### src/bpa_pkg.sv
// Shared constants, codes and types of the bitmap page allocator.
package bpa_pkg;

   // Field widths of the channels.
   localparam int PAGE_W   = 11;
   localparam int STATUS_W = 2;
   localparam int RATE_W   = 7;

   // One usage bitmap word covers this many data pages.
   localparam int WORD_BITS = 64;
   localparam int BIT_W     = 6;
   localparam int NBITS_W   = BIT_W + 1;

   // The zero finder splits a bitmap word into lanes of this size.
   localparam int LANE_BITS = 8;
   localparam int LANES     = WORD_BITS / LANE_BITS;
   localparam int LANE_W    = 3;

   // Default geometry of the page space.
   localparam int PAGES_PER_GROUP_DEF = 64;
   localparam int MAX_GROUPS_DEF      = 16;
   localparam int INITIAL_PAGES_DEF   = 66;

   localparam logic [RATE_W-1:0] GROWTH_RATE_RESET = 7'd16;

   typedef enum logic {
      CMD_ALLOC = 1'b0,
      CMD_FREE  = 1'b1
   } cmd_type;

   typedef enum logic [STATUS_W-1:0] {
      STATUS_OK           = 2'd0,
      STATUS_BAD_PAGE     = 2'd1,
      STATUS_OUT_OF_SPACE = 2'd2
   } status_type;

   // Finished result handed from the engine to the output register.
   typedef struct packed {
      logic              valid;
      logic [PAGE_W-1:0] page;
      status_type        status;
      logic [PAGE_W-1:0] total;
   } result_type;

endpackage

### src/bpa_req_if.sv
// Request channel: command and page number with a valid/ready handshake.
interface bpa_req_if;
   logic                       valid;
   logic                       ready;
   logic                       command;
   logic [bpa_pkg::PAGE_W-1:0] page_number;

   modport source (output valid, output command, output page_number, input ready);
   modport sink   (input valid, input command, input page_number, output ready);
endinterface

### src/bpa_rsp_if.sv
// Response channel: result page, status and page count with a valid/ready handshake.
interface bpa_rsp_if;
   logic                         valid;
   logic                         ready;
   logic [bpa_pkg::PAGE_W-1:0]   result_page;
   logic [bpa_pkg::STATUS_W-1:0] status;
   logic [bpa_pkg::PAGE_W-1:0]   total_pages;

   modport source (output valid, output result_page, output status, output total_pages,
                   input ready);
   modport sink   (input valid, input result_page, input status, input total_pages,
                   output ready);
endinterface

### src/bpa_csr_if.sv
// Configuration write channel carrying the growth rate register.
interface bpa_csr_if;
   logic                       valid;
   logic                       ready;
   logic [bpa_pkg::RATE_W-1:0] growth_rate;

   modport source (output valid, output growth_rate, input ready);
   modport sink   (input valid, input growth_rate, output ready);
endinterface

### src/bpa_sub_step.sv
// Compare-and-subtract step shared by the group and growth divisions.
module bpa_sub_step #(
   parameter int WIDTH = 12
) (
   input  logic [WIDTH-1:0] minuend,
   input  logic [WIDTH-1:0] subtrahend,
   output logic             ge,
   output logic [WIDTH-1:0] diff
);

   assign ge   = (minuend >= subtrahend);
   assign diff = minuend - subtrahend;

endmodule

### src/bpa_zero_find.sv
// Finds the lowest set bit of a 64-bit candidate word in two 8-way levels.
module bpa_zero_find (
   input  logic [bpa_pkg::WORD_BITS-1:0] cand,
   output logic                          found,
   output logic [bpa_pkg::BIT_W-1:0]     index
);

   logic [bpa_pkg::LANES-1:0]  lane_hit;
   logic [bpa_pkg::LANE_W-1:0] lane_pos [bpa_pkg::LANES];
   logic [bpa_pkg::LANE_W-1:0] sel_lane;

   always_comb begin
      for (int i = 0; i < bpa_pkg::LANES; i++) begin
         lane_hit[i] = |cand[i*bpa_pkg::LANE_BITS +: bpa_pkg::LANE_BITS];
         lane_pos[i] = '0;
         for (int j = bpa_pkg::LANE_BITS - 1; j >= 0; j--) begin
            if (cand[i*bpa_pkg::LANE_BITS + j]) begin
               lane_pos[i] = bpa_pkg::LANE_W'(j);
            end
         end
      end
      sel_lane = '0;
      for (int i = bpa_pkg::LANES - 1; i >= 0; i--) begin
         if (lane_hit[i]) begin
            sel_lane = bpa_pkg::LANE_W'(i);
         end
      end
   end

   assign found = |lane_hit;
   assign index = {sel_lane, lane_pos[sel_lane]};

endmodule

### src/bpa_engine.sv
// Sequencer, usage bitmap memory and page count of the allocator.
module bpa_engine #(
   parameter int PAGES_PER_GROUP = bpa_pkg::PAGES_PER_GROUP_DEF,
   parameter int MAX_GROUPS      = bpa_pkg::MAX_GROUPS_DEF,
   parameter int INITIAL_PAGES   = bpa_pkg::INITIAL_PAGES_DEF
) (
   input  logic                       clock,
   input  logic                       reset,
   input  logic                       start,
   input  logic                       command,
   input  logic [bpa_pkg::PAGE_W-1:0] page_number,
   input  logic [bpa_pkg::RATE_W-1:0] growth_rate,
   input  logic                       take,
   output logic                       idle,
   output bpa_pkg::result_type        result
);

   localparam int SPAN      = PAGES_PER_GROUP + 1;
   localparam int WPG       = (PAGES_PER_GROUP + bpa_pkg::WORD_BITS - 1) / bpa_pkg::WORD_BITS;
   localparam int NWORDS    = MAX_GROUPS * WPG;
   localparam int AW        = (NWORDS > 1) ? $clog2(NWORDS) : 1;
   localparam int SCW       = $clog2(NWORDS + 1);
   localparam int MAX_TOTAL = 1 + MAX_GROUPS * SPAN;
   localparam int CW        = $clog2(MAX_TOTAL + INITIAL_PAGES + (1 << bpa_pkg::PAGE_W));
   localparam int GLW       = $clog2(PAGES_PER_GROUP + 1);
   localparam int QW        = $clog2((1 << bpa_pkg::RATE_W) / PAGES_PER_GROUP + 2);

   localparam logic [CW-1:0]  SPAN_C      = CW'(SPAN);
   localparam logic [CW-1:0]  PPG_C       = CW'(PAGES_PER_GROUP);
   localparam logic [CW-1:0]  WPG_C       = CW'(WPG);
   localparam logic [CW-1:0]  NWORDS_C    = CW'(NWORDS);
   localparam logic [CW-1:0]  MAX_TOTAL_C = CW'(MAX_TOTAL);
   localparam logic [CW-1:0]  WORD_C      = CW'(bpa_pkg::WORD_BITS);
   localparam logic [CW-1:0]  FIRST_DATA  = CW'(2);
   localparam logic [CW-1:0]  INIT_C      = CW'(INITIAL_PAGES);
   localparam logic [SCW-1:0] SCAN_END    = SCW'(NWORDS);
   localparam logic [AW-1:0]  CLEAR_LAST  = AW'(NWORDS - 1);
   localparam logic [GLW-1:0] PPG_G       = GLW'(PAGES_PER_GROUP);

   typedef enum logic [3:0] {
      S_CLEAR,
      S_IDLE,
      S_FREE_DIV,
      S_SCAN,
      S_GROW_DIV,
      S_GROW_Q,
      S_GROW_FIN,
      S_RMW_RD,
      S_RMW_WR,
      S_DONE
   } state_type;

   state_type                    state_ff, state_in;
   logic [AW-1:0]                clr_ff, clr_in;
   logic [bpa_pkg::PAGE_W-1:0]   pn_ff, pn_in;
   logic [CW-1:0]                page_total_ff, page_total_in;
   logic [CW-1:0]                rem_ff, rem_in;
   logic [CW-1:0]                wbase_ff, wbase_in;
   logic [QW-1:0]                q_ff, q_in;
   logic [GLW-1:0]               diff_ff, diff_in;
   logic [SCW-1:0]               scan_w_ff, scan_w_in;
   logic [CW-1:0]                issue_base_ff, issue_base_in;
   logic [GLW-1:0]               grp_left_ff, grp_left_in;
   logic                         chk_v_ff, chk_v_in;
   logic [CW-1:0]                chk_base_ff, chk_base_in;
   logic [AW-1:0]                chk_addr_ff, chk_addr_in;
   logic [bpa_pkg::NBITS_W-1:0]  chk_nbits_ff, chk_nbits_in;
   logic [AW-1:0]                upd_addr_ff, upd_addr_in;
   logic [bpa_pkg::BIT_W-1:0]    upd_bit_ff, upd_bit_in;
   logic                         upd_set_ff, upd_set_in;
   logic [bpa_pkg::PAGE_W-1:0]   res_page_ff, res_page_in;
   bpa_pkg::status_type          res_status_ff, res_status_in;

   // Usage bitmap storage.
   logic [bpa_pkg::WORD_BITS-1:0] mem [NWORDS];
   logic [bpa_pkg::WORD_BITS-1:0] rdata_ff;
   logic                          mem_we;
   logic [AW-1:0]                 mem_wa;
   logic [bpa_pkg::WORD_BITS-1:0] mem_wd;
   logic [AW-1:0]                 rd_addr;

   // Shared compare-and-subtract unit.
   logic [CW-1:0] step_div;
   logic          step_ge;
   logic [CW-1:0] step_diff;

   // Scan datapath.
   logic                          issue;
   logic [CW-1:0]                 limit;
   logic [CW-1:0]                 limit_n;
   logic [bpa_pkg::NBITS_W-1:0]   nvalid;
   logic [bpa_pkg::WORD_BITS-1:0] mask;
   logic [bpa_pkg::WORD_BITS-1:0] cand;
   logic                          zf_found;
   logic [bpa_pkg::BIT_W-1:0]     zf_index;
   logic [bpa_pkg::WORD_BITS-1:0] bit_sel;

   // Growth and free datapath.
   logic [CW-1:0]                 cnt;
   logic [bpa_pkg::RATE_W-1:0]    rate_eff;
   logic [CW-1:0]                 new_total;
   logic                          grp_full;
   logic [CW-1:0]                 grow_wb;
   logic [CW-1:0]                 grow_pos;
   logic [CW-1:0]                 grow_first;
   logic [CW-1:0]                 free_pos;
   logic [CW-1:0]                 free_addr;
   logic [CW-1:0]                 grow_addr;
   logic [CW-1:0]                 found_page;

   bpa_sub_step #(.WIDTH(CW)) u_step (
      .minuend    (rem_ff),
      .subtrahend (step_div),
      .ge         (step_ge),
      .diff       (step_diff)
   );

   bpa_zero_find u_zero_find (
      .cand  (cand),
      .found (zf_found),
      .index (zf_index)
   );

   assign step_div = (state_ff == S_GROW_Q) ? PPG_C : SPAN_C;

   assign limit    = (page_total_ff < MAX_TOTAL_C) ? page_total_ff : MAX_TOTAL_C;
   assign issue    = (scan_w_ff < SCAN_END) && (issue_base_ff < limit);
   assign limit_n  = (limit > chk_base_ff) ? (limit - chk_base_ff) : '0;
   assign nvalid   = (limit_n < CW'(chk_nbits_ff)) ? limit_n[bpa_pkg::NBITS_W-1:0]
                                                   : chk_nbits_ff;
   assign mask     = ~({bpa_pkg::WORD_BITS{1'b1}} << nvalid);
   assign cand     = ~rdata_ff & mask;
   assign found_page = chk_base_ff + CW'(zf_index);

   assign cnt        = (page_total_ff < FIRST_DATA) ? FIRST_DATA : page_total_ff;
   assign rate_eff   = (growth_rate == '0) ? bpa_pkg::RATE_W'(1) : growth_rate;
   assign new_total  = cnt + CW'(rate_eff) + CW'(q_ff);
   assign grp_full   = (diff_ff == PPG_G);
   assign grow_wb    = grp_full ? (wbase_ff + WPG_C) : wbase_ff;
   assign grow_pos   = grp_full ? '0 : CW'(diff_ff);
   assign grow_first = grp_full ? (cnt + CW'(1)) : cnt;
   assign grow_addr  = grow_wb + (grow_pos >> bpa_pkg::BIT_W);
   assign free_pos   = rem_ff - CW'(1);
   assign free_addr  = wbase_ff + (free_pos >> bpa_pkg::BIT_W);

   assign bit_sel = {{(bpa_pkg::WORD_BITS-1){1'b0}}, 1'b1} << upd_bit_ff;
   assign rd_addr = (state_ff == S_SCAN) ? scan_w_ff[AW-1:0] : upd_addr_ff;

   always_comb begin
      state_in      = state_ff;
      clr_in        = clr_ff;
      pn_in         = pn_ff;
      page_total_in = page_total_ff;
      rem_in        = rem_ff;
      wbase_in      = wbase_ff;
      q_in          = q_ff;
      diff_in       = diff_ff;
      scan_w_in     = scan_w_ff;
      issue_base_in = issue_base_ff;
      grp_left_in   = grp_left_ff;
      chk_v_in      = 1'b0;
      chk_base_in   = chk_base_ff;
      chk_addr_in   = chk_addr_ff;
      chk_nbits_in  = chk_nbits_ff;
      upd_addr_in   = upd_addr_ff;
      upd_bit_in    = upd_bit_ff;
      upd_set_in    = upd_set_ff;
      res_page_in   = res_page_ff;
      res_status_in = res_status_ff;
      mem_we        = 1'b0;
      mem_wa        = upd_addr_ff;
      mem_wd        = '0;

      unique case (state_ff)
         S_CLEAR: begin
            mem_we = 1'b1;
            mem_wa = clr_ff;
            mem_wd = '0;
            if (clr_ff == CLEAR_LAST) begin
               state_in = S_IDLE;
            end else begin
               clr_in = clr_ff + AW'(1);
            end
         end
         S_IDLE: begin
            if (start) begin
               pn_in = page_number;
               if (command == bpa_pkg::CMD_FREE) begin
                  res_page_in = page_number;
                  if (page_number == '0 || CW'(page_number) >= page_total_ff) begin
                     res_status_in = bpa_pkg::STATUS_BAD_PAGE;
                     state_in      = S_DONE;
                  end else begin
                     rem_in   = CW'(page_number) - CW'(1);
                     wbase_in = '0;
                     state_in = S_FREE_DIV;
                  end
               end else begin
                  scan_w_in     = '0;
                  issue_base_in = FIRST_DATA;
                  grp_left_in   = PPG_G;
                  state_in      = S_SCAN;
               end
            end
         end
         S_FREE_DIV: begin
            if (step_ge) begin
               rem_in   = step_diff;
               wbase_in = wbase_ff + WPG_C;
            end else if (rem_ff == '0 || wbase_ff >= NWORDS_C) begin
               // Bitmap page, or a group beyond the space.
               res_status_in = bpa_pkg::STATUS_BAD_PAGE;
               state_in      = S_DONE;
            end else begin
               upd_addr_in   = free_addr[AW-1:0];
               upd_bit_in    = free_pos[bpa_pkg::BIT_W-1:0];
               upd_set_in    = 1'b0;
               res_status_in = bpa_pkg::STATUS_OK;
               state_in      = S_RMW_RD;
            end
         end
         S_SCAN: begin
            // Issue one word read per cycle; the word read in the cycle before is checked.
            chk_v_in    = issue;
            chk_base_in = issue_base_ff;
            chk_addr_in = scan_w_ff[AW-1:0];
            if (CW'(grp_left_ff) > WORD_C) begin
               chk_nbits_in = bpa_pkg::NBITS_W'(bpa_pkg::WORD_BITS);
            end else begin
               chk_nbits_in = bpa_pkg::NBITS_W'(grp_left_ff);
            end
            if (issue) begin
               scan_w_in = scan_w_ff + SCW'(1);
               if (CW'(grp_left_ff) > WORD_C) begin
                  grp_left_in   = GLW'(CW'(grp_left_ff) - WORD_C);
                  issue_base_in = issue_base_ff + WORD_C;
               end else begin
                  // Step over the next group's bitmap page.
                  grp_left_in   = PPG_G;
                  issue_base_in = issue_base_ff + CW'(grp_left_ff) + CW'(1);
               end
            end
            if (chk_v_ff && zf_found) begin
               mem_we        = 1'b1;
               mem_wa        = chk_addr_ff;
               mem_wd        = rdata_ff | ({{(bpa_pkg::WORD_BITS-1){1'b0}}, 1'b1} << zf_index);
               res_page_in   = found_page[bpa_pkg::PAGE_W-1:0];
               res_status_in = bpa_pkg::STATUS_OK;
               chk_v_in      = 1'b0;
               state_in      = S_DONE;
            end else if (!chk_v_ff && !issue) begin
               rem_in   = cnt - FIRST_DATA;
               wbase_in = '0;
               state_in = S_GROW_DIV;
            end
         end
         S_GROW_DIV: begin
            if (step_ge) begin
               rem_in   = step_diff;
               wbase_in = wbase_ff + WPG_C;
            end else begin
               diff_in  = rem_ff[GLW-1:0];
               rem_in   = CW'(rate_eff) + rem_ff - CW'(1);
               q_in     = '0;
               state_in = S_GROW_Q;
            end
         end
         S_GROW_Q: begin
            if (step_ge) begin
               rem_in = step_diff;
               q_in   = q_ff + QW'(1);
            end else begin
               state_in = S_GROW_FIN;
            end
         end
         S_GROW_FIN: begin
            if (new_total > MAX_TOTAL_C) begin
               res_page_in   = '0;
               res_status_in = bpa_pkg::STATUS_OUT_OF_SPACE;
               state_in      = S_DONE;
            end else begin
               page_total_in = new_total;
               res_page_in   = grow_first[bpa_pkg::PAGE_W-1:0];
               res_status_in = bpa_pkg::STATUS_OK;
               if (grow_wb < NWORDS_C) begin
                  upd_addr_in = grow_addr[AW-1:0];
                  upd_bit_in  = grow_pos[bpa_pkg::BIT_W-1:0];
                  upd_set_in  = 1'b1;
                  state_in    = S_RMW_RD;
               end else begin
                  state_in = S_DONE;
               end
            end
         end
         S_RMW_RD: begin
            state_in = S_RMW_WR;
         end
         S_RMW_WR: begin
            mem_we   = 1'b1;
            mem_wa   = upd_addr_ff;
            mem_wd   = upd_set_ff ? (rdata_ff | bit_sel) : (rdata_ff & ~bit_sel);
            state_in = S_DONE;
         end
         S_DONE: begin
            if (take) begin
               state_in = S_IDLE;
            end
         end
         default: begin
            state_in = S_IDLE;
         end
      endcase
   end

   always_ff @(posedge clock) begin
      if (reset) begin
         state_ff      <= S_CLEAR;
         clr_ff        <= '0;
         page_total_ff <= INIT_C;
         chk_v_ff      <= 1'b0;
      end else begin
         state_ff      <= state_in;
         clr_ff        <= clr_in;
         page_total_ff <= page_total_in;
         chk_v_ff      <= chk_v_in;
      end
      pn_ff         <= pn_in;
      rem_ff        <= rem_in;
      wbase_ff      <= wbase_in;
      q_ff          <= q_in;
      diff_ff       <= diff_in;
      scan_w_ff     <= scan_w_in;
      issue_base_ff <= issue_base_in;
      grp_left_ff   <= grp_left_in;
      chk_base_ff   <= chk_base_in;
      chk_addr_ff   <= chk_addr_in;
      chk_nbits_ff  <= chk_nbits_in;
      upd_addr_ff   <= upd_addr_in;
      upd_bit_ff    <= upd_bit_in;
      upd_set_ff    <= upd_set_in;
      res_page_ff   <= res_page_in;
      res_status_ff <= res_status_in;
   end

   always_ff @(posedge clock) begin
      if (mem_we) begin
         mem[mem_wa] <= mem_wd;
      end
      rdata_ff <= mem[rd_addr];
   end

   assign idle          = (state_ff == S_IDLE);
   assign result.valid  = (state_ff == S_DONE);
   assign result.page   = res_page_ff;
   assign result.status = res_status_ff;
   assign result.total  = page_total_ff[bpa_pkg::PAGE_W-1:0];

endmodule

### src/bitmap_page_allocator.sv
// Top level of the bitmap page allocator: handshakes, growth rate register, output register.
//
//   channel   direction   handshake       payload
//   req_bus   in          valid / ready   command, page_number
//   rsp_bus   out         valid / ready   result_page, status, total_pages
//   csr_bus   in          valid / ready   growth_rate (always ready)
//
// Allocation scans the usage bitmap one word per cycle until a free page is found or the
// pages in use are searched; failing that it grows the page count, dividing by the group span
// and the growth by PAGES_PER_GROUP. A free divides the page number by the group span.
// After reset a clearing pass zeroes all MAX_GROUPS * words per group words with req ready low.
// A finished result sits in the output register; the next request is taken meanwhile and
// its result waits in the engine until the register is free.
module bitmap_page_allocator #(
   parameter int PAGES_PER_GROUP = bpa_pkg::PAGES_PER_GROUP_DEF,
   parameter int MAX_GROUPS      = bpa_pkg::MAX_GROUPS_DEF,
   parameter int INITIAL_PAGES   = bpa_pkg::INITIAL_PAGES_DEF
) (
   input  logic      clock,
   input  logic      reset,
   bpa_req_if.sink   req_bus,
   bpa_rsp_if.source rsp_bus,
   bpa_csr_if.sink   csr_bus
);

   logic [bpa_pkg::RATE_W-1:0]   growth_rate_ff, growth_rate_in;
   logic                         rsp_valid_ff, rsp_valid_in;
   logic [bpa_pkg::PAGE_W-1:0]   rsp_page_ff;
   logic [bpa_pkg::STATUS_W-1:0] rsp_status_ff;
   logic [bpa_pkg::PAGE_W-1:0]   rsp_total_ff;
   logic                         eng_idle;
   logic                         start;
   logic                         take;
   bpa_pkg::result_type          eng_result;

   bpa_engine #(
      .PAGES_PER_GROUP (PAGES_PER_GROUP),
      .MAX_GROUPS      (MAX_GROUPS),
      .INITIAL_PAGES   (INITIAL_PAGES)
   ) u_engine (
      .clock       (clock),
      .reset       (reset),
      .start       (start),
      .command     (req_bus.command),
      .page_number (req_bus.page_number),
      .growth_rate (growth_rate_ff),
      .take        (take),
      .idle        (eng_idle),
      .result      (eng_result)
   );

   assign req_bus.ready = eng_idle;
   assign start         = req_bus.valid && eng_idle;
   assign take          = eng_result.valid && (!rsp_valid_ff || rsp_bus.ready);
   assign csr_bus.ready = 1'b1;

   always_comb begin
      growth_rate_in = csr_bus.valid ? csr_bus.growth_rate : growth_rate_ff;
      if (take) begin
         rsp_valid_in = 1'b1;
      end else if (rsp_bus.ready) begin
         rsp_valid_in = 1'b0;
      end else begin
         rsp_valid_in = rsp_valid_ff;
      end
   end

   always_ff @(posedge clock) begin
      if (reset) begin
         growth_rate_ff <= bpa_pkg::GROWTH_RATE_RESET;
         rsp_valid_ff   <= 1'b0;
      end else begin
         growth_rate_ff <= growth_rate_in;
         rsp_valid_ff   <= rsp_valid_in;
      end
      if (take) begin
         rsp_page_ff   <= eng_result.page;
         rsp_status_ff <= eng_result.status;
         rsp_total_ff  <= eng_result.total;
      end
   end

   assign rsp_bus.valid       = rsp_valid_ff;
   assign rsp_bus.result_page = rsp_page_ff;
   assign rsp_bus.status      = rsp_status_ff;
   assign rsp_bus.total_pages = rsp_total_ff;

endmodule

### src/flat_wrapper.sv
// flat-port wrapper written by rule: the top's interface ports become plain ports
module bitmap_page_allocator_flat 
#(
   parameter int PAGES_PER_GROUP = bpa_pkg::PAGES_PER_GROUP_DEF,
   parameter int MAX_GROUPS      = bpa_pkg::MAX_GROUPS_DEF,
   parameter int INITIAL_PAGES   = bpa_pkg::INITIAL_PAGES_DEF
)
  (clock, reset, req_bus_valid, req_bus_command, req_bus_page_number, req_bus_ready, rsp_bus_valid, rsp_bus_result_page, rsp_bus_status, rsp_bus_total_pages, rsp_bus_ready, csr_bus_valid, csr_bus_growth_rate, csr_bus_ready);
  bpa_req_if req_bus_i ();
  bpa_rsp_if rsp_bus_i ();
  bpa_csr_if csr_bus_i ();
  input  logic clock;
  input  logic reset;
  input wire logic [$bits(req_bus_i.valid)-1:0] req_bus_valid;
  input wire logic [$bits(req_bus_i.command)-1:0] req_bus_command;
  input wire logic [$bits(req_bus_i.page_number)-1:0] req_bus_page_number;
  output wire logic [$bits(req_bus_i.ready)-1:0] req_bus_ready;
  output wire logic [$bits(rsp_bus_i.valid)-1:0] rsp_bus_valid;
  output wire logic [$bits(rsp_bus_i.result_page)-1:0] rsp_bus_result_page;
  output wire logic [$bits(rsp_bus_i.status)-1:0] rsp_bus_status;
  output wire logic [$bits(rsp_bus_i.total_pages)-1:0] rsp_bus_total_pages;
  input wire logic [$bits(rsp_bus_i.ready)-1:0] rsp_bus_ready;
  input wire logic [$bits(csr_bus_i.valid)-1:0] csr_bus_valid;
  input wire logic [$bits(csr_bus_i.growth_rate)-1:0] csr_bus_growth_rate;
  output wire logic [$bits(csr_bus_i.ready)-1:0] csr_bus_ready;
  assign req_bus_i.valid = req_bus_valid;
  assign req_bus_i.command = req_bus_command;
  assign req_bus_i.page_number = req_bus_page_number;
  assign req_bus_ready = req_bus_i.ready;
  assign rsp_bus_valid = rsp_bus_i.valid;
  assign rsp_bus_result_page = rsp_bus_i.result_page;
  assign rsp_bus_status = rsp_bus_i.status;
  assign rsp_bus_total_pages = rsp_bus_i.total_pages;
  assign rsp_bus_i.ready = rsp_bus_ready;
  assign csr_bus_i.valid = csr_bus_valid;
  assign csr_bus_i.growth_rate = csr_bus_growth_rate;
  assign csr_bus_ready = csr_bus_i.ready;
  bitmap_page_allocator #(.PAGES_PER_GROUP(PAGES_PER_GROUP), .MAX_GROUPS(MAX_GROUPS), .INITIAL_PAGES(INITIAL_PAGES)) u_core (.clock(clock), .reset(reset), .req_bus(req_bus_i), .rsp_bus(rsp_bus_i), .csr_bus(csr_bus_i));
endmodule
### config.mk
export PLATFORM = sky130hd
export DESIGN_NAME = bitmap_page_allocator_flat
export DESIGN_NICKNAME = d
export VERILOG_FILES = /design/src/bpa_pkg.sv /design/src/bpa_req_if.sv /design/src/bpa_rsp_if.sv /design/src/bpa_csr_if.sv /design/src/bpa_sub_step.sv /design/src/bpa_zero_find.sv /design/src/bpa_engine.sv /design/src/bitmap_page_allocator.sv /design/src/flat_wrapper.sv
export SDC_FILE = /design/constraint.sdc
export NUM_CORES = 2
export LEC_CHECK = 0
export BUFFER_PORTS_ARGS = -buffer_cell sky130_fd_sc_hd__buf_2
export CAP_MARGIN = 10
export CORE_MARGIN = 5
export CORE_UTILIZATION = 50
export CTS_BUF_LIST = sky130_fd_sc_hd__clkbuf_16
export DETAILED_ROUTE_END_ITERATION = 12
export GPL_TIMING_DRIVEN = 0
export PLACE_DENSITY = 0.65
export SYNTH_ARGS = -nofsm -noshare
export SYNTH_HDL_FRONTEND = slang
export SYNTH_SLANG_ARGS = --single-unit
### constraint.sdc
create_clock -name clock -period 24.4 [get_ports clock]
set_clock_uncertainty 0.05 [all_clocks]
set_input_delay 2.44 -clock clock [delete_from_list [all_inputs] [get_ports clock]]
set_output_delay 2.44 -clock clock [all_outputs]
set_load 0.01 [all_outputs]
==> reports/results.tsv <==
stage	metric	value	unit
pwr	pwr dens	96.8	nW/um^2
worst_setup_path	slowest CP cell	nor3_1	
logic_synthesis	Syn Inst Count	3806	
worst_setup_path	CP arrival	12.96	ns
placement	post-DP HPWL	116	mm
final_layout	Layout Nets	4214	
worst_setup_path	Critical Setup Path Class	register to register	
worst_setup_path	r2r startpoint	u_core.u_engine.page_total_ff[6]	
pwr	Max VDD drop	0.0795	mV
detailed_routing	drt via density	6.31	
run_status	failing checks	capacitance limit	
placement	Final GP Congestion	1.01	
logic_synthesis	Warnings, synthesis	0	
final_layout	fillers	8744	
worst_setup_path	r2r worst-path depth	41	
timing	fin crit share	0.515	
detailed_routing	DRT iter0 DRCs	4047	
clocking	Reg clk slew, reported paths	0.05	ns
clocking	# Post-CTS Setup Buffers	0	
detailed_routing	WL final	163	mm
final_layout	area growth from synthesis to layout	14.4	%
timing	RSZ-0062 raised after global routing	false	
logic_synthesis	sequential share of the synthesized area	0.651	
worst_setup_path	Critical Path RT	24.81	ns
clocking	H-Tree Depth	4	
timing	Final min period	12.56	ns
clocking	maximum buffer depth of the clock tree	3	
final_layout	post-route insts no fill	5678	
global_routing	global router's overall resource usage	0.275	
timing	Highest Clock Rate	0.0796	GHz
die	Die Y	345	microns
worst_setup_path	Worst setup EP type	register	
detailed_routing	WL met1	68.8	mm
global_routing	initial antenna violation count	3	
detailed_routing	DRT antenna net count	0	
die	die area	119000	sq um
worst_setup_path	crit path buf inv count	5	
final_layout	post-route core utilization	0.577	
global_routing	first-pass GRT wire length	238	mm
logic_synthesis	post-synth design cell area	56000	sq um
worst_setup_path	Stages on worst setup path	41	
worst_setup_path	CP startpoint	u_core.u_engine.page_total_ff[6]	
final_layout	share of cells above drive strength 1	0.163	
worst_setup_path	Worst Setup EP	u_core.u_engine.res_page_ff[7]	
detailed_routing	TritonRoute pass-1 iters	6	
detailed_routing	metal3 WL	13.0	mm
logic_synthesis	Yosys reg bits	1245	
detailed_routing	WL per Instance	28.8	microns
logic_synthesis	FFs w/ async S/R, synth	0	
logic_synthesis	synth unique cells	102	
worst_setup_path	Worst setup SP type	register	
placement	area post-placement	59500	sq um
die	Site Rows	122	
placement	Placed Cells	5416	
worst_setup_path	flop2flop setup slack	11.84	ns
worst_setup_path	Max stage delay on crit path	0.72	ns
detailed_routing	total number of vias	35800	
worst_setup_path	Critical Path Fanout Max	10	
clocking	Num CTS Buffers	133	
run	max_cap viols	1	
clocking	post-cts gate resize count	0	
placement	number of port buffers	47	
global_routing	largest net degree at the start of global routing	33	
die	chip width	345	microns
worst_setup_path	Crit path top cell by count	a21o_1	
timing	Fin. Hold Viols	0	
global_routing	vias in the first global route	34900	
die	Initial Util	0.504	
timing	max-slew violations	0	
timing	worst slew pin tran	1.47	ns
logic_synthesis	number of synthesized flops with an enable pin	1152	
detailed_routing	DRC	0	
clocking	clk sinks	1245	
detailed_routing	Met2 Wirelength	74.4	mm
worst_setup_path	CP top delay family	compound AO/OA/AOI/OAI gates	
detailed_routing	top layer in use	met5	
timing	final setup fails	0	
clocking	hold_buf cts	0	
clocking	Clk Latency, worst-skew pair	0.76	ns
timing	Sum Neg Setup Slack	0	ns
logic_synthesis	main flop type after synthesis	edfxtp_1	
global_routing	GRT Residual Overflow	0	
worst_hold_path	HP Class	register to register	
clocking	CTS root buffer	clkbuf_16	
final_layout	final instance area	64100	sq um
pwr	leak pwr	0.0220	uW
logic_synthesis	mean post-synth cell area	14.7	sq um
timing	slew margin rel.	0.0156	
die	I/O Pins	51	
die	Core ar.	111000	sq um
worst_setup_path	worst r2r dst	u_core.u_engine.res_page_ff[7]	
run_status	outcome	finished, violations left	
clocking	CTS tree	yes	
flip-flops by register name (all words and copies together), names as in the netlist, 11 cells and up:
signal,count
u_core.rsp_bus.result_page,11
u_core.rsp_bus.total_pages,11
u_core.u_engine.chk_base_ff,12
u_core.u_engine.issue_base_ff,12
u_core.u_engine.mem,1024
u_core.u_engine.page_total_ff,12
u_core.u_engine.rdata_ff,64
u_core.u_engine.rem_ff,12
u_core.u_engine.res_page_ff,11
u_core.u_engine.wbase_ff,12
layout make-up:
| type | count | area [sq um] | share of cell area |
|---|---|---|---|
| Antenna cell | 2 | 5.00 | 0.0000781 |
| Tap cell | 1488 | 1860 | 0.0291 |
| Timing Repair Buffer | 136 | 1580 | 0.0247 |
| Multi-Input combinational cell | 2219 | 18300 | 0.286 |
| Inverter | 126 | 473 | 0.00738 |
| Clock inverter | 111 | 1090 | 0.0170 |
| Buffer | 217 | 892 | 0.0139 |
| Sequential cell | 1245 | 36500 | 0.569 |
| Clock buffer | 134 | 3350 | 0.0524 |
where the power goes:
part	switching (uW)	internal, uW	leakage (uW)
Combinational	874	461	0.00821
Clock	843	1180	0.00228
Sequential	120	2720	0.0115
worst min-delay path by stage:
stage | startpoint | endpoint | slack [ns] | cells past startpoint
2_1_floorplan | u_core.u_engine.res_page_ff[0] | u_core.rsp_bus.result_page[0] | 0.35 | 0
3_3_place_gp | u_core.u_engine.res_page_ff[8] | u_core.rsp_bus.result_page[8] | 0.36 | 0
3_5_place_dp | u_core.u_engine.res_page_ff[4] | u_core.rsp_bus.result_page[4] | 0.36 | 0
4_1_cts | u_core.u_engine.res_page_ff[0] | u_core.rsp_bus.result_page[0] | 0.37 | 0
5_1_grt | u_core.u_engine.page_total_ff[5] | u_core.rsp_bus.total_pages[5] | 0.38 | 0
6_report | u_core.u_engine.res_page_ff[0] | u_core.rsp_bus.result_page[0] | 0.37 | 0
placed cells by master (no fill, tap or decap), drive strengths merged, types with 93 or more instances in the layout:
master and n:
nand2 318, edfxtp 1152, o21ai 178, mux4 256, ha 104, inv 158, a21oi 151, dfxtp 93
clkbuf 293, nor2 227, buf 194
synth_stat cells (21+ instances only):
| cell type | n | area share |
|---|---|---|
| xnor2_1 | 77 | 0.012 |
| and2_1 | 80 | 0.0089 |
| a21o_1 | 49 | 0.0066 |
| inv_1 | 118 | 0.0079 |
| a31oi_1 | 85 | 0.0095 |
| o21ai_0 | 149 | 0.013 |
| xor2_1 | 32 | 0.0050 |
| edfxtp_1 | 1152 | 0.62 |
| ha_1 | 104 | 0.023 |
| a22oi_1 | 47 | 0.0063 |
| o221ai_1 | 40 | 0.0063 |
| nor3_1 | 49 | 0.0044 |
| mux4_2 | 256 | 0.10 |
| mux2i_1 | 32 | 0.0057 |
| a211oi_1 | 85 | 0.011 |
| a21oi_1 | 150 | 0.013 |
| nand2_1 | 314 | 0.021 |
| dfxtp_1 | 93 | 0.033 |
| nor2_1 | 226 | 0.015 |
| nand3_1 | 63 | 0.0056 |
| o21ai_1 | 29 | 0.0026 |
| nor2b_1 | 21 | 0.0023 |
| clkbuf_1 | 157 | 0.011 |
| nand2b_1 | 32 | 0.0036 |
| buf_1 | 35 | 0.0023 |
per-layer routing:
layer / up-vias / GRT usage
met4: 2 / 0.114
met1: 18300 / 0.392
met3: 343 / 0.0464
met5: - / 0
li1: 15500 / -
met2: 1706 / 0.426
per-stage QoR:
step | worst slack [ns] | total power [uW] | hold slack [ns]
after global placement | 7.48 | 4130 | 0.355
final | 11.84 | 6200 | 0.366
after detailed placement | 11.70 | 4200 | 0.355
after global routing | 11.23 | 6430 | 0.383
after floorplan | 13.96 | 3630 | 0.350
after CTS | 11.62 | 6230 | 0.367
cell families (layout without fill, tap and decap cells):
| kind of cell | after synthesis | count (layout) | synth area share |
|---|---|---|---|
| DFF | 1245 | 1245 | 0.651 |
| and+or+nand+nor | 903 | 903 | 0.0763 |
| AOI/OAI and AO/OA | 803 | 803 | 0.0960 |
| buffers and inverters | 343 | 724 | 0.0243 |
| muxes | 289 | 289 | 0.109 |
| adders and majority gates | 112 | 112 | 0.0261 |
| xor gates and xnor gates | 109 | 109 | 0.0171 |
| other | 2 | 5 | 0.000134 |
No activity file was read; power rests on OpenSTA's default activity.
